**src/qac_pkg.sv**
```systemverilog
// Shared types, constants and tables for the quaternion attitude converter.
package qac_pkg;

  localparam int QW         = 16;
  localparam int VW         = 48;
  localparam int SW         = 5;
  localparam int AW         = 40;
  localparam int ZW         = 32;
  localparam int CNT_W      = 10;
  localparam int THR_W      = 9;
  localparam int CFG_IDX_W  = 1;
  localparam int CFG_DATA_W = 10;
  localparam int STEPS      = 23;
  localparam int STEP_W     = 5;
  localparam int NSLOT      = 22;

  localparam logic [CNT_W-1:0] WARMUP_RST = 10'd500;
  localparam logic [THR_W-1:0] THRESH_RST = 9'd200;
  localparam logic [CFG_IDX_W-1:0] REG_WARMUP = 1'd0;
  localparam logic [CFG_IDX_W-1:0] REG_THRESH = 1'd1;

  localparam logic signed [AW-1:0] ONE_Q28    = 40'sd268435456;
  localparam logic signed [ZW-1:0] DEG90_Q16  = 32'sd5898240;
  localparam logic signed [ZW-1:0] DEG180_Q16 = 32'sd11796480;
  localparam logic signed [VW-1:0] DEG360_Q16 = 48'sd23592960;

  // cordic unit requests
  typedef struct packed {
    logic                 start;
    logic signed [AW-1:0] y;
    logic signed [AW-1:0] x;
  } cordic_req_t;

  function automatic logic [ZW-1:0] atan_lut(input logic [STEP_W-1:0] i);
    logic [ZW-1:0] r;
    case (i)
      5'd0: r = 32'd2949120;   5'd1: r = 32'd1740967;
      5'd2: r = 32'd919879;    5'd3: r = 32'd466945;
      5'd4: r = 32'd234379;    5'd5: r = 32'd117304;
      5'd6: r = 32'd58666;     5'd7: r = 32'd29335;
      5'd8: r = 32'd14668;     5'd9: r = 32'd7334;
      5'd10: r = 32'd3667;     5'd11: r = 32'd1833;
      5'd12: r = 32'd917;      5'd13: r = 32'd458;
      5'd14: r = 32'd229;      5'd15: r = 32'd115;
      5'd16: r = 32'd57;       5'd17: r = 32'd29;
      5'd18: r = 32'd14;       5'd19: r = 32'd7;
      5'd20: r = 32'd4;        5'd21: r = 32'd2;
      5'd22: r = 32'd1;
      default: r = '0;
    endcase
    return r;
  endfunction

endpackage

```
**src/qac_cordic.sv**
```systemverilog
// Shared vectoring-mode CORDIC: atan2 in Q16 degrees, one micro-rotation a cycle.
module qac_cordic (
  input  logic                         clk,
  input  logic                         rst,
  input  qac_pkg::cordic_req_t         req,
  output logic                         done,
  output logic signed [qac_pkg::ZW-1:0] angle
);
  logic signed [qac_pkg::AW-1:0] x;
  logic signed [qac_pkg::AW-1:0] y;
  logic signed [qac_pkg::ZW-1:0] z;
  logic [qac_pkg::STEP_W-1:0]    i;
  logic                          busy;
  logic signed [qac_pkg::AW-1:0] dx;
  logic signed [qac_pkg::AW-1:0] dy;
  logic signed [qac_pkg::ZW-1:0] at;

  assign dx = y >>> i;
  assign dy = x >>> i;
  assign at = $signed(qac_pkg::atan_lut(i));

  always_ff @(posedge clk) begin
    if (rst) begin
      busy <= 1'b0;
      done <= 1'b0;
    end else begin
      done <= 1'b0;
      if (req.start) begin
        i <= '0;
        if (req.x == '0 && req.y == '0) begin
          z    <= '0;
          done <= 1'b1;
        end else begin
          busy <= 1'b1;
          if (req.x < 0 && req.y >= 0) begin
            x <= req.y; y <= -req.x; z <= qac_pkg::DEG90_Q16;
          end else if (req.x < 0) begin
            x <= -req.y; y <= req.x; z <= -qac_pkg::DEG90_Q16;
          end else begin
            x <= req.x; y <= req.y; z <= '0;
          end
        end
      end else if (busy) begin
        if (y >= 0) begin
          x <= x + dx; y <= y - dy; z <= z + at;
        end else begin
          x <= x - dx; y <= y + dy; z <= z - at;
        end
        i <= i + 1'b1;
        if (i == qac_pkg::STEP_W'(qac_pkg::STEPS - 1)) begin
          busy <= 1'b0;
          done <= 1'b1;
        end
      end
    end
  end

  assign angle = z;
endmodule

```
**config.mk**
```make
export PLATFORM = sky130hd
export DESIGN_NAME = qac_cordic
export DESIGN_NICKNAME = d
export VERILOG_FILES = /design/src/qac_pkg.sv /design/src/qac_cordic.sv
export SDC_FILE = /design/constraint.sdc
export NUM_CORES = 1
export LEC_CHECK = 0
export ABC_AREA = 1
export BUFFER_PORTS_ARGS = -buffer_cell sky130_fd_sc_hd__buf_2
export CELL_PAD_IN_SITES_DETAIL_PLACEMENT = 1
export CELL_PAD_IN_SITES_GLOBAL_PLACEMENT = 1
export CORE_MARGIN = 3
export CORE_UTILIZATION = 29
export DETAILED_ROUTE_END_ITERATION = 6
export HOLD_SLACK_MARGIN = 0.08
export PLACE_DENSITY_LB_ADDON = 0.08
export SETUP_SLACK_MARGIN = 0.3
export SLEW_MARGIN = 20
export SYNTH_ARGS = -nofsm -noshare
export SYNTH_HDL_FRONTEND = slang
export SYNTH_SLANG_ARGS = --single-unit
```
**constraint.sdc**
```tcl
create_clock -name clk -period 9.86 [get_ports clk]
set_clock_uncertainty 0.05 [all_clocks]
set_input_delay 2.958 -clock clk [delete_from_list [all_inputs] [get_ports clk]]
set_output_delay 2.958 -clock clk [all_outputs]
set_load 0.01 [all_outputs]
```
Word-level counts from Yosys, hierarchy flattened
Memories as Yosys holds them, arrays and structs flattened. A register that Yosys moved wholly into a read port is not among the register bits.
Index checks and enable logic that the tools add are counted.
{"block": "totals", "regBits": 119, "n_memories": 1, "in_bits": 83, "mem_bits_ro": 704, "wordCells": 60}
{"block": "op_classes", "n_addsub": 9, "bitwise_logic": 1, "eq_ne": 2, "n_lt_le_gt_ge": 3, "n_shift": 2, "mux": 29, "n_reduce_logical": 7}
{"memory": "(name not given)", "words": 32, "word_bits": 22, "rd": 1, "rd_clocked_by_memory_dff": 1, "write_ports": 0, "line_no": "qac_pkg.sv:36", "text": "case (i)"}
{"cell": "$mux W40", "count": 12}
{"cell": "$mux W32", "count": 6}
{"cell": "$add A40 B40 Y40", "count": 2}
{"cell": "$ge A40 B1 Y1 const B", "count": 2}
{"cell": "$logic_not A40 Y1", "count": 2}
{"cell": "$neg A40 Y40", "count": 2}
{"cell": "$sshr A40 B5 Y40", "count": 2}
{"cell": "$sub A40 B40 Y40", "count": 2}
{"cell": "$lt A40 B1 Y1 const B", "count": 1}
{"cell": "$add A32 B32 Y32", "count": 1}
{"cell": "$sub A32 B32 Y32", "count": 1}
{"cell": "$mux W5", "count": 3}
{"cell": "$mux W1", "count": 8}
{"cell": "$add A5 B1 Y5 const B", "count": 1}
{"cell": "$eq A5 B5 Y1 const B", "count": 1}
{"cell": "$reduce_and A3 Y1", "count": 1}
{"cell": "$logic_and A1 B1 Y1", "count": 2}
{"cell": "$ne A2 B2 Y1 const B", "count": 1}
{"cell": "$reduce_and A2 Y1", "count": 1}
{"cell": "$reduce_bool A2 Y1", "count": 1}
{"cell": "$not A1 Y1", "count": 1}

Longest topological paths before layout
{"block": "depth", "ltp_word": 5, "mapped_depth": 37}

Worst setup path after synthesis
No wires, ideal clock.
{"block": "synth_timing", "path_type": "input -> register", "startpoint": "input req[80] (netlist bit)", "endpoint": "register x[0] (netlist bit) (enable)", "t_required_ps": 9265, "arrival_ps": 8653, "setup_time_ps": 545, "cell_stages": 5, "setup_slack_ps": 612, "path_cell_list": "buf_2 -> inv_2 -> a21oi_2 -> inv_1 -> a21oi_1"}
{"block": "synth_between", "elab_chain_len": 2}
{"element": "start, declared", "line_no": "qac_cordic.sv:5", "text": "input qac_pkg::cordic_req_t req,"}
{"element": "$ne A2 B2 Y1 (no source line) or $reduce_bool A2 Y1 (tied branches)"}
{"element": "$reduce_and A3 Y1 (no source line) (*)"}
{"element": "end signal, assigned", "line_no": "qac_cordic.sv:36", "text": "x <= req.y; y <= -req.x; z <= qac_pkg::DEG90_Q16;"}
{"element": "end signal, assigned", "line_no": "qac_cordic.sv:38", "text": "x <= -req.y; y <= req.x; z <= -qac_pkg::DEG90_Q16;"}
{"element": "end signal, assigned", "line_no": "qac_cordic.sv:45", "text": "x <= x + dx; y <= y - dy; z <= z + at;"}
{"element": "end, declared", "line_no": "qac_cordic.sv:9", "text": "logic signed [qac_pkg::AW-1:0] x;"}
Mark *: on every way between the ends. The rest lies on a longest branch, timed or not.
A chain may end at the register's enable or synchronous reset.

Final worst setup path
{"block": "layout_timing", "startpoint": "register i[0] (netlist bit)", "endpoint": "register y[25] (netlist bit), data pin"}
{"block": "layout_between", "elab_chain_len": 5}
{"element": "start, declared", "line_no": "qac_cordic.sv:12", "text": "logic [qac_pkg::STEP_W-1:0] i;"}
{"element": "start signal, assigned", "line_no": "qac_cordic.sv:49", "text": "i <= i + 1'b1;"}
{"element": "$sshr A40 B5 Y40 (*)", "line_no": "qac_cordic.sv:19", "text": "assign dy = x >>> i;"}
{"element": "$add A40 B40 Y40 or $sub A40 B40 Y40 (tied branches)", "line_no": "qac_cordic.sv:47, qac_cordic.sv:45"}
{"element": "$mux W40 (*)", "line_no": "qac_cordic.sv:44", "text": "if (y >= 0) begin"}
{"element": "$mux W40 (*)", "line_no": "qac_cordic.sv:43", "text": "end else if (busy) begin"}
{"element": "$mux W40 (*)", "line_no": "qac_cordic.sv:28", "text": "if (req.start) begin"}
{"element": "end signal, assigned", "line_no": "qac_cordic.sv:36"}
{"element": "end signal, assigned", "line_no": "qac_cordic.sv:45"}
{"element": "end signal, assigned", "line_no": "qac_cordic.sv:47", "text": "x <= x - dx; y <= y + dy; z <= z - at;"}
{"element": "end, declared", "line_no": "qac_cordic.sv:10", "text": "logic signed [qac_pkg::AW-1:0] y;"}
Mark *: on every way between the ends. The rest lies on a longest branch, timed or not. The select of a mux whose other input is x is not followed.

==> impl_metrics.py <==
metrics = {
    "final_layout": {
        "fin_util_pct": 32.0,
        "instances_no_fill": 4845,
        "drive_gt1_share_pct": 7.56,
        "filler_cell_count": 10200,
        "syn2layout_area_growth_pct": 8.84,
        "fin_nets": 4011,
    },
    "yosys": {
        "syn_area_mm2": 0.0224,
        "avgSynthCellArea_um2": 5.91,
        "async_flop_share_pct": 0,
        "synth.distinct_cells": 60,
        "synth-simple-area-share_pct": 41.3,
        "synth_edf_count": 117,
        "muxShareOfSynthArea_pct": 0,
        "ys_seq_elements": 141,
        "synth_fa_ha_area_share_pct": 7.41,
        "synth_xor_area_share_pct": 5.74,
        "synth_top_family_by_area": "simple AND/OR/NAND/NOR gates",
        "yosysSeqAreaShare_pct": 17.8,
        "synth_top_flop_cell": "edfxtp_1",
        "syn_inst": 3789,
        "yosys_warnings": 0,
        "synth_compound_area_share_pct": 18.2,
        "synth_nets": 4003,
    },
    "worst_hold_path": {
        "holdCritPathClass": "flip-flop to flip-flop",
        "min-delay-start": "busy$_SDFFE_PP0N_",
    },
    "pwr": {
        "power.leakage_nw": 11.2,
        "p_int_mw": 2.13,
        "peakVddDrop_v": 0.000147,
        "seq_power_share_pct": 21.2,
        "power_switching_mw": 2.58,
        "p_sw_share_pct": 54.8,
        "power_frac_comb_pct": 64.4,
        "pwr-share-clk_pct": 14.4,
        "power-per-cell-area_mw_per_mm2": 193,
    },
    "sta": {
        "holdWs_ns": 0.524,
        "rsz0062_at_grt": "false",
        "final_max_slew_viol_count": 0,
        "hold_violations": 0,
        "max_freq_mhz": 152,
        "finalSetupViolCount": 0,
        "period_share_pct": 66.7,
        "min_period_ns": 6.58,
        "worst_slew_pin_slew_ns": 1.08,
        "tns_ns": 0,
        "relSlewSlack_pct": 28.1,
    },
    "clock_tree": {
        "cts_sinks": 141,
        "cts_buffers": 17,
        "ctsResizeCount": 0,
        "cts-hold-fix-buffers": 0,
        "clk_pin_slew_ns": 0.07,
        "max-clock-path-buffers": 2,
        "cts_root_buffer": "clkbuf_16",
        "h-tree-depth": 4,
        "post_cts_buffers": 0,
        "clkLatencyLatePin_ns": 0.48,
        "cts_tree": "built",
    },
    "placement": {
        "io_buffers": 115,
        "gp_congestion": 0.897,
        "place_inst": 4808,
        "dp_hpwl_um": 94000,
    },
    "floorplanning": {
        "die_width_um": 284,
        "coreArea_mm2": 0.0762,
        "boundaryPins": 116,
        "die_y_um": 284,
        "initial_core_util_pct": 29.4,
        "dieArea_mm2": 0.0807,
        "num_rows": 101,
    },
    "routing": {
        "dr.pass1.iters": 7,
        "vias": 26500,
        "drt-initial-drc-count": 1974,
        "drc_errors": 1,
        "vias_per_cell": 5.47,
        "drt.antenna.violating_nets": 0,
        "routedWlPerCell_um": 23.9,
        "routed_wl_um": 116000,
    },
    "setup_path": {
        "path_class": "flip-flop to flip-flop",
        "cpPeakStageDelay_ns": 0.52,
        "cp-startpoint": "i[0]$_SDFFCE_PP0P_",
        "endpoint_kind": "flip-flop",
        "cp.required_ns": 10.02,
        "start_kind": "flip-flop",
        "r2r-start": "i[0]$_SDFFCE_PP0P_",
        "cpMaxStageDelayCell": "buf_4",
        "cpMostUsedCell": "nand2_1",
        "crit_path_max_fanout": 46,
        "r2r_slack_ns": 3.28,
        "cp.arrival_ns": 6.73,
    },
    "grt": {
        "grt_pass1_wl_um": 170000,
        "antenna_found_initial": 12,
        "track_usage_pct": 27.8,
        "grt_max_degree": 81,
        "grt_overflow_total": 0,
        "grt_pass1_vias": 26100,
    },
    "job": {
        "maxCapViolCount": 0,
    },
    "status": {
        "status": "finished, violations left",
        "violations": "DRC",
    },
}
[per-stage QoR]
step	worst slack [ns]	total power [mW]	instance area, µm²
2_1_floorplan	0.612	2.93	22400
3_3_place_gp	3.35	3.97	23800
3_5_place_dp	3.27	3.98	23800
4_1_cts	3.41	4.68	24400
5_1_grt	2.73	5.08	24400
6_report	3.28	4.71	24400
[final cells by class]
class | instances | area [µm²] | share of cell area, %
multi-input combinational | 3121 | 16300 | 66.9
antenna | 5 | 12.5 | 0.0513
timing repair buffer | 146 | 811 | 3.32
clock buffer | 25 | 539 | 2.21
sequential | 141 | 3990 | 16.4
clock inverter | 7 | 47.5 | 0.195
inverter | 370 | 1390 | 5.70
tap | 1030 | 1290 | 5.28
[placed cells by master (no fill, tap or decap), drive strengths merged, types with 26 or more instances in the layout]
cell type  netlist  routed
or2             26      26
nand4           34      34
inv            366     369
nor2           356     356
a21oi          264     264
nor4            27      27
buf             83     146
edfxtp         117     117
xor2           108     108
nand2         1109    1109
o211ai          29      29
o21ai          235     235
ha             128     128
nor3            69      69
a31oi           46      46
xnor2           38      38
nand3          501     501
[synthesized netlist by cell type, drive strengths merged (8+ instances only)]
library cell  number  area, µm²
dfxtp             24        480
a21o               8       60.1
clkbuf            74        278
o211ai            29        218
nor3              69        375
nand2           1109       4230
nand4             34        213
o21ai            235       1200
buf               83        470
a32oi             16        140
nor4              27        175
edfxtp           117       3510
o221ai            18        158
a31oi             46        288
nor2             356       1430
or2               26        163
a22oi              8       60.1
a21boi            10       75.1
ha               128       1600
inv              366       1370
a221oi            24        210
o21a              15        113
a21oi            264       1330
nand3            501       2530
xor2             108        953
xnor2             38        333
[power groups by stage]
stage	clock network (mW)	registers (mW)	logic, mW
floorplan	0	0.883	2.04
global placement	0	1.00	2.97
detailed placement	0	1.00	2.98
CTS	0.697	0.988	2.99
global route	0.714	0.997	3.37
finish	0.680	0.996	3.03
[kinds of logic after synthesis]
logic type / Yosys count
simple gates: 2142
flops: 141
xor+xnor: 146
compound gates: 702
fa+ha+maj: 131
buf+inv: 527
[routing by layer]
metal / share of wire [%] / GRT usage (%) / vias to the layer above / wire length, µm
li1: - / - / 12900 / -
met1: 49 / 40.7 / 12800 / 56100
met2: 43 / 42.1 / 653 / 49200
met3: 5.9 / 4.01 / 117 / 6800
met4: 2.9 / 8.20 / 6 / 3370
met5: 0.037 / 0 / - / 43
[state kept, by name, indices dropped and copies added (netlist names)]
signal,cells
y,40
done,1
angle,32
at,22
i,5
busy,1
x,40
[final timing paths]
| kind | to | cells after the start |
|---|---|---|
| worst min register to register | done$_SDFF_PP0_ | 2 |
| worst max-delay path | y[25]$_DFFE_PP_ | 32 |
| worst min-delay path | done$_SDFF_PP0_ | 2 |
| worst max register to register | y[25]$_DFFE_PP_ | 32 |
[worst max-delay path: cells and delay by family, from the launching register on]
| kind | cells | cell delay (ns) |
|---|---|---|
| flip-flops | 1 | 0.36 |
| buffers and inverters | 7 | 1.59 |
| adder cells (fa/ha/maj) | 2 | 0.61 |
| AND/OR/NAND/NOR | 14 | 1.28 |
| AO/OA/AOI/OAI | 8 | 2.23 |
| XOR/XNOR | 1 | 0.15 |
Note: power is estimated with default switching activity, not from simulation.
