**src/qac_pkg.sv**
```systemverilog
// Shared types, constants and tables for the quaternion attitude converter.
package qac_pkg;

  localparam int QW         = 16;
  localparam int VW         = 48;
  localparam int SW         = 5;
  localparam int AW         = 40;
  localparam int ZW         = 32;
  localparam int CNT_W      = 10;
  localparam int THR_W      = 9;
  localparam int CFG_IDX_W  = 1;
  localparam int CFG_DATA_W = 10;
  localparam int STEPS      = 23;
  localparam int STEP_W     = 5;
  localparam int NSLOT      = 22;

  localparam logic [CNT_W-1:0] WARMUP_RST = 10'd500;
  localparam logic [THR_W-1:0] THRESH_RST = 9'd200;
  localparam logic [CFG_IDX_W-1:0] REG_WARMUP = 1'd0;
  localparam logic [CFG_IDX_W-1:0] REG_THRESH = 1'd1;

  localparam logic signed [AW-1:0] ONE_Q28    = 40'sd268435456;
  localparam logic signed [ZW-1:0] DEG90_Q16  = 32'sd5898240;
  localparam logic signed [ZW-1:0] DEG180_Q16 = 32'sd11796480;
  localparam logic signed [VW-1:0] DEG360_Q16 = 48'sd23592960;

  // cordic unit requests
  typedef struct packed {
    logic                 start;
    logic signed [AW-1:0] y;
    logic signed [AW-1:0] x;
  } cordic_req_t;

  function automatic logic [ZW-1:0] atan_lut(input logic [STEP_W-1:0] i);
    logic [ZW-1:0] r;
    case (i)
      5'd0: r = 32'd2949120;   5'd1: r = 32'd1740967;
      5'd2: r = 32'd919879;    5'd3: r = 32'd466945;
      5'd4: r = 32'd234379;    5'd5: r = 32'd117304;
      5'd6: r = 32'd58666;     5'd7: r = 32'd29335;
      5'd8: r = 32'd14668;     5'd9: r = 32'd7334;
      5'd10: r = 32'd3667;     5'd11: r = 32'd1833;
      5'd12: r = 32'd917;      5'd13: r = 32'd458;
      5'd14: r = 32'd229;      5'd15: r = 32'd115;
      5'd16: r = 32'd57;       5'd17: r = 32'd29;
      5'd18: r = 32'd14;       5'd19: r = 32'd7;
      5'd20: r = 32'd4;        5'd21: r = 32'd2;
      5'd22: r = 32'd1;
      default: r = '0;
    endcase
    return r;
  endfunction

endpackage

```
**src/qac_isqrt.sv**
```systemverilog
// Bit-serial integer square root, two radicand bits per pass, one pass a cycle.
module qac_isqrt (
  input  logic                          clk,
  input  logic                          rst,
  input  logic                          start,
  input  logic [57:0]                   radicand,
  output logic                          done,
  output logic [qac_pkg::AW-1:0]        root
);
  logic [57:0] rem;
  logic [57:0] res;
  logic [57:0] bitv;
  logic        busy;
  logic [57:0] trial;

  assign trial = res + bitv;

  always_ff @(posedge clk) begin
    if (rst) begin
      busy <= 1'b0;
      done <= 1'b0;
    end else begin
      done <= 1'b0;
      if (start) begin
        busy <= 1'b1;
        rem  <= radicand;
        res  <= '0;
        bitv <= 58'h1 << 56;
      end else if (busy) begin
        if (rem >= trial) begin
          rem <= rem - trial;
          res <= (res >> 1) + bitv;
        end else begin
          res <= res >> 1;
        end
        bitv <= bitv >> 2;
        if (bitv[0]) begin
          busy <= 1'b0;
          done <= 1'b1;
        end
      end
    end
  end

  assign root = {{(qac_pkg::AW-29){1'b0}}, res[28:0]};
endmodule

```
**config.mk**
```make
export PLATFORM = sky130hd
export DESIGN_NAME = qac_isqrt
export DESIGN_NICKNAME = d
export VERILOG_FILES = /design/src/qac_pkg.sv /design/src/qac_isqrt.sv
export SDC_FILE = /design/constraint.sdc
export NUM_CORES = 1
export LEC_CHECK = 0
export BUFFER_PORTS_ARGS = -buffer_cell sky130_fd_sc_hd__buf_2
export CAP_MARGIN = 15
export CELL_PAD_IN_SITES_DETAIL_PLACEMENT = 1
export CELL_PAD_IN_SITES_GLOBAL_PLACEMENT = 2
export CORE_MARGIN = 3
export CORE_UTILIZATION = 42
export CTS_CLUSTER_SIZE = 16
export DETAILED_ROUTE_END_ITERATION = 10
export PLACE_DENSITY_LB_ADDON = 0.15
export SLEW_MARGIN = 15
export SYNTH_ARGS = -nofsm -noshare
export SYNTH_HDL_FRONTEND = slang
export SYNTH_SLANG_ARGS = --single-unit
```
**constraint.sdc**
```tcl
create_clock -name clk -period 24.5 [get_ports clk]
set_input_delay 1.225 -clock clk [delete_from_list [all_inputs] [get_ports clk]]
set_output_delay 1.225 -clock clk [all_outputs]
set_load 0.05 [all_outputs]
```
Word level (Yosys, flattened, before mapping):

Index checks and enable logic that the tools add are counted.

* multiplexer cells: 10
* reductions and logical operators: 5
* $lt $le $gt $ge: 1
* bitwise logic cells: 2
* add/subtract/negate cells: 3

Operators by type and width (count)
* two-way mux 58 bit: 5
* adder 57 x 57 -> 58 bit: 1
* adder 58 x 57 -> 58 bit: 1
* greater-or-equal comparator 58 bit: 1
* subtractor 58 bit: 1
* two-way mux 57 bit: 1
* two-way mux 1 bit: 4
* nonzero test 2 bit: 2
* AND reduction 3 bit: 1
* OR reduction 3 bit: 1
* NOT 1 bit: 2
* AND reduction 2 bit: 1

* bits of input ports: 61
* logic and storage cells: 26
* register bits after elaboration: 147
* output and inout bits: 41

Depth between registers and ports, before layout:

Gate-level depths: netlist (run 1).

* word-level depth: 5
* mapped depth: 26
* mapped depth without buffers: 23

Worst setup path after synthesis (run 1):

Ideal clock, no wire load.

* path kind: input-to-reg
* start point: input port start
* end point: register rem[0], enable pin
* setup slack: 13981 ps
* stages on the path: 5
* data required time: 23937 ps
* arrival: 9956 ps
* buffers on the path: 2
* setup time: 563 ps
* cell sequence: clkbuf_1 -> buf_1 -> nor2_1 -> nor2_1 -> a21boi_0

* longest elaborated chain between the ends: 2
* elaborated cells on any way between the ends: 3
* classes of those cells: 3 x reduce/logical

Ends and longest elaborated chain
* start, declared: RTL line qac_isqrt.sv:5 `input logic start,`
* nonzero test 2 bit (no source line)
* AND reduction 3 bit (no source line) (*)
* end signal, assigned: RTL line qac_isqrt.sv:26 `rem <= radicand;`
* end signal, assigned: RTL line qac_isqrt.sv:31 `rem <= rem - trial;`
* end, declared: RTL line qac_isqrt.sv:10 `logic [57:0] rem;`

Every way passes the cells marked *; elsewhere a longest branch is shown, timed or not.
A chain may end at the register's enable or synchronous reset.

Final worst setup path (run 1):

* start point: register res[12]
* end point: register res[27], data pin

* longest elaborated chain between the ends: 4
* elaborated cells on any way between the ends: 5
* classes of those cells: 2 x add/sub; 1 x order compare; 2 x mux

Ends and longest elaborated chain
* start, declared: RTL line qac_isqrt.sv:11 `logic [57:0] res;`
* start signal, assigned: RTL line qac_isqrt.sv:32 `res <= (res >> 1) + bitv;`
* start signal, assigned: RTL line qac_isqrt.sv:34 `res <= res >> 1;`
* adder 58 x 57 -> 58 bit: RTL line qac_isqrt.sv:16 `assign trial = res + bitv;`
* greater-or-equal comparator 58 bit: RTL line qac_isqrt.sv:30 `if (rem >= trial) begin`
* two-way mux 58 bit (*): RTL line qac_isqrt.sv:30
* two-way mux 58 bit (*): RTL line qac_isqrt.sv:29 `end else if (busy) begin`

Every way passes the cells marked *; elsewhere a longest branch is shown, timed or not. The select of a mux whose other input is x is not followed.

==> results.cfg, run 1 <==
[drt]
met1_length_um = 20000
routed_via_density = 5.93
wl_met3_um = 1650
post-route-drc-count = 0
vias = 12300
ant_nets = 0
wire_per_inst_um = 21.7
dr.max_layer_used = met4
first_pass_iters = 5
drtIter0Drc = 771
routed-wl-met2_um = 22000
finalWirelength_um = 44900

[final_layout]
drive_gt1_share_pct = 12.0
fin_nets = 1797
antennaDiodeCount = 0
area_delta_synth_final_pct = 7.56
nFillCells = 3865
final_util_pct = 46.0

[synth]
yosys.area.top_type_share_pct = 31.2
seq_area_frac_synth_pct = 31.5
synth.most_common_cell = nand2_1
ys_top_cells_by_count = 199 x nand2_1, 145 x edfxtp_1, 123 x nor2_1
synth_ff_type = edfxtp_1
synthAdderAreaFrac_pct = 10.7
synth_top_family_by_area = compound AO/OA/AOI/OAI gates
synthXorXnorAreaFrac_pct = 8.92
synthMuxAreaShare_pct = 0.314
yosysWarnings = 0
syn_avg_cell_area_um2 = 8.75
netlist_area_um2 = 13900
ys_types = 86
synth-compound-area-share_pct = 25.0
synth_top_cell_by_area = edfxtp_1
synthSimpleGateAreaFrac_pct = 18.4
synth_edf_count = 145
synth-seq-cells = 147
async_reset_ff_share_pct = 0
syn-instance-count = 1594
synth_area_leaders = edfxtp_1 31%, ha_1 11%, nand2_1 5.4%

[global_routing]
grt_antenna_before_repair = 0
grt_usage_pct = 25.0
grt_pass1_vias = 12500
grt_pass1_wl_um = 70000
grt_overflow = 0
grt_max_degree = 97

[run_status]
run_status = finished clean

[timing]
relSlewSlack_pct = 28.0
rsz0062_at_grt = false
drv_slew = 0
fin_crit_sh_pct = 29.3
finalSetupTns_ns = 0
hold_violations = 0
max_freq_mhz = 139
setup_viol = 0
worstMarginPinSlew_ns = 1.08
fin_crit_ns = 7.19
clock-skew-final_ns = 0.0147

[setup_path]
end_kind = flip-flop
critPathSlowestCell = buf_4
path_max_fanout = 49
path_delay_family = compound AO/OA/AOI/OAI gates
crit_chain = ha_1 > nand3_1 > or3_1 > o21ai_1 > a21oi_1 > nor2_1 > nor2_1 > o31ai_1 > a211oi_1 > xor2_1 > ha_1 > and3_1 > nand2_1 > or3_1 > o21ai_0 > a31oi_4 > a21oi_4 > or2_2 > buf_4 > o21ai_1 > mux2_1
cp.required_ns = 24.70
start_kind = flip-flop
path_buf_inv = 1
arrival_ns = 7.39
crit_type = flip-flop to flip-flop
slowest_delay_ns = 0.58

[cts]
cts-root-buf = clkbuf_16
clock_path_buffers = 2
numCtsBuffers = 17
clock_latency_ns = 0.46
post_cts_buffers = 0
htree_num_levels = 4
cts_hold_buf = 0
cts_resized = 0
cts.sinks = 147
clk_pin_slew_ns = 0.07
cts_tree = built

[floorplan]
start_util_pct = 42.8
die_width_um = 188
core_area_um2 = 32600
rows = 66
fp.dieH_um = 188
io_pins = 102
die_area_um2 = 35400

[placement]
portBuffers = 90
gp_congestion = 0.922
dp_hpwl_um = 34400

[power]
power_density_nw_per_um2 = 79.2
p_leak_nw = 5.72
ir_worst_vdd_uv = 54.5

[worst_hold_path]
holdCritPathClass = flip-flop to flip-flop

[flow_run]
maxCapViolCount = 0
-- stage by stage --
stage          setup slack, ns  instance area, um^2  cells  total power [mW]  hold WS [ns]
6_report                 17.31                15000   2072              1.19         0.534
5_1_grt                  16.78                15000   2072              1.27         0.572
4_1_cts                  17.43                15000   2072              1.19         0.539
3_5_place_dp             17.45                14500   2040             0.934         0.533
3_3_place_gp             17.76                14500   2040             0.924         0.503
2_1_floorplan            13.98                14000   1604             0.795         0.460
-- layout make-up --
type	instances	area (um^2)	share of cell area, %
inverter	29	109	0.726
tap	442	553	3.69
clock inverter	15	110	0.734
sequential	147	4390	29.3
timing repair buffer	97	509	3.39
clock buffer	17	425	2.84
multi-input combinational	1325	8900	59.3
-- cell usage in the layout, fill, tap and decap left out, types with 46 or more instances in the layout --
| cell | netlist | routed |
|---|---|---|
| nand2_1 | 199 | 199 |
| edfxtp_1 | 145 | 145 |
| nor2_1 | 123 | 121 |
| ha_1 | 118 | 118 |
| o21ai_0 | 110 | 110 |
| a21oi_1 | 104 | 104 |
| buf_2 | 10 | 89 |
| xor2_1 | 72 | 72 |
| xnor2_1 | 70 | 70 |
| a31oi_1 | 52 | 52 |
| nor2b_1 | 52 | 52 |
| a21o_1 | 46 | 46 |
-- state kept, by name (all words and copies together), names as in the netlist --
register  count
bitv         29
busy          1
done          1
rem          58
res          58
-- power by group --
part / internal, mW / leakage [nW] / total [mW] / switching [mW]
registers: 0.321 / 1.41 / 0.351 / 0.0301
logic: 0.211 / 4.06 / 0.583 / 0.371
clock network: 0.130 / 0.259 / 0.254 / 0.124
total: 0.662 / 5.72 / 1.19 / 0.525
-- cell families (layout without fill, tap and decap cells) --
kind of cell | Yosys count | in the layout
DFF | 147 | 147
other | 1 | 11
muxes | 4 | 4
adders and majority gates | 119 | 119
xor gates and xnor gates | 142 | 142
and+or+nand+nor | 540 | 540
buffers and inverters | 132 | 158
AOI/OAI and AO/OA | 509 | 509
-- path summary, 6_finish.rpt --
check | start | end | slack [ns] | cells past startpoint
worst max-delay path | res[12] | res[27] | 17.31 | 21
worst min-delay path | bitv[0] | busy | 0.53 | 1
worst min register to register | bitv[0] | busy | 0.53 | 1
worst max register to register | res[12] | res[27] | 17.31 | 21
-- per-layer routing --
layer  vias to the layer above  global-route usage [%]
li1                       5923                       -
met1                      6046                    32.2
met2                       247                    43.1
met3                        63                    3.65
met4                         0                    8.20
met5                         -                       0
(Power assumes the default switching activity.)
==> run 2, diff against run 1 <==
--- a/config.mk
+++ b/config.mk
@@ -10,7 +10,7 @@
 export CELL_PAD_IN_SITES_DETAIL_PLACEMENT = 1
 export CELL_PAD_IN_SITES_GLOBAL_PLACEMENT = 2
 export CORE_MARGIN = 3
-export CORE_UTILIZATION = 42
+export CORE_UTILIZATION = 39
 export CTS_CLUSTER_SIZE = 16
 export DETAILED_ROUTE_END_ITERATION = 10
 export PLACE_DENSITY_LB_ADDON = 0.15
==> constraint.sdc (replaced) <==
create_clock -name clk -period 6.98 [get_ports clk]
set_input_delay 0.349 -clock clk [delete_from_list [all_inputs] [get_ports clk]]
set_output_delay 0.349 -clock clk [all_outputs]
set_load 0.05 [all_outputs]
==> results.cfg, run 2 (synthesis gave the netlist of run 1 again) <==
[placement]
portBuffers = 90
gp_congestion = 0.842
pre_cts_slack_ns = 0.767
placed_area_um2 = 14600
dp_hpwl_um = 34400
dp.cells = 2053

[final_layout]
final_area_um2 = 15200
nFillCells = 4125
seqCellArea_um2 = 4390
mostFrequentLayoutCells = 198 x nand2_1, 145 x edfxtp_1, 121 x nor2_1
area_delta_synth_final_pct = 9.07
drive_gt1_share_pct = 13.1
final_common_cell = nand2_1
multi_input_area_um2 = 9020
instances_no_fill = 2085
reg_top3 = rem x58, res x58, bitv x29
antennaDiodeCount = 0
fin_nets = 1797

[flow_run]
maxCapViolCount = 0

[setup_path]
slowest_delay_ns = 0.46
cp.required_ns = 7.18
crit_type = flip-flop to flip-flop
path_buf_inv = 1
path_delay_family = compound AO/OA/AOI/OAI gates
arrival_ns = 6.46
critPathSlowestCell = or2_2
start_kind = flip-flop
crit_chain = ha_1 > ha_1 > a21oi_1 > o21bai_1 > a31oi_1 > o21ai_2 > a311oi_2 > o211ai_2 > a41oi_2 > nor2_1 > o21ai_1 > xor2_1 > ha_1 > nand2_1 > nor2_1 > nand2_1 > nor3_1 > a21oi_1 > nand2_1 > or2_2 > buf_4 > a21oi_1 > a31o_1
end_kind = flip-flop
path_max_fanout = 20

[drt]
first_pass_iters = 5
ant_nets = 0
finalWirelength_um = 44600
vias = 12100
routed_via_density = 5.81
post-route-drc-count = 0
wire_per_inst_um = 21.4
drtIter0Drc = 579

[global_routing]
grt_pass1_vias = 12400
grt.met3_usage_pct = 3.40
grt_usage_pct = 23.2
grt_pass1_wl_um = 70500
grt_overflow = 0
grt_antenna_before_repair = 0
busiest_layer = met2
globalRouteMet2Util_pct = 39.6
gr-usage-met1_pct = 31.0
grt_max_degree = 83

[floorplan]
rows = 68
core_area_um2 = 34900
start_util_pct = 40.0
die_area_um2 = 38100
io_pins = 102
fp.dieH_um = 195
die_width_um = 195

[power]
p_leak_nw = 5.76
power_density_nw_per_um2 = 279
ir_worst_vdd_uv = 196

[timing]
whs_ns = 0.164
fin_crit_sh_pct = 89.7
clock-skew-final_ns = 0.0168
finalSetupTns_ns = 0
worstMarginPinSlew_ns = 0.895
drv_slew = 0
fin_crit_ns = 6.26
layout_setup_ws_ns = 0.719
hold_violations = 0
relSlewSlack_pct = 40.2
max_freq_mhz = 160
rsz0062_at_grt = false
setup_viol = 0

[cts]
clock_latency_ns = 0.46
cts.sinks = 147
cts_tree = built
htree_num_levels = 4
cts_resized = 0
post_cts_buffers = 0
cts_hold_buf = 0
cts-root-buf = clkbuf_16
numCtsBuffers = 17
clock_path_buffers = 2
clk_pin_slew_ns = 0.07

[run_status]
run_status = finished clean

[worst_hold_path]
holdCritPathClass = input pin to flip-flop
run 2: changes by cell type in the layout (fill, tap and decap cells not counted), moves of 3 or more:
cell / delta
a31oi_1: -3
ha_4: +3
clkinv_2: -4
ha_1: -3
run 2: per-stage QoR:
stage / utilization [%] / total power [mW]
detailed placement: 41.9 / 3.29
global route: 43.6 / 4.53
finish: 43.6 / 4.24
floorplan: - / 2.82
CTS: 43.6 / 4.28
global placement: 41.9 / 3.27
run 2: final cells by class:
class	instances	share of cell area (%)
timing repair buffer	97	3.51
multi-input combinational	1325	59.3
tap	455	3.74
sequential	147	28.9
clock inverter	13	1.00
clock buffer	19	2.85
inverter	29	0.716
run 2: routing by layer:
| metal | part of all wire (%) | wire length, um |
|---|---|---|
| met5 | 0 | 0 |
| met4 | 2.0 | 877 |
| met3 | 3.0 | 1350 |
| met2 | 48 | 21500 |
| met1 | 47 | 20900 |
run 2: worst reg2reg max path, delay by kind of cell (launching register included):
family	cells	cell delay (ns)
XOR/XNOR	1	0.12
flip-flops	1	0.44
buffers and inverters	1	0.37
adder cells (fa/ha/maj)	3	0.93
AO/OA/AOI/OAI	11	2.46
AND/OR/NAND/NOR	7	1.70
run 2: path summary, 6_finish.rpt:
path / start / endpoint / slack [ns] / cells past startpoint
max: bitv[0] / res[11] / 0.72 / 23
max reg2reg: bitv[0] / res[11] / 0.72 / 23
min: rst / busy / 0.16 / 2
min reg2reg: bitv[0] / busy / 0.55 / 1
run 2: report_power, final:
part	internal (mW)	switching, mW
combinational	0.758	1.28
sequential	1.13	0.109
clock	0.533	0.436
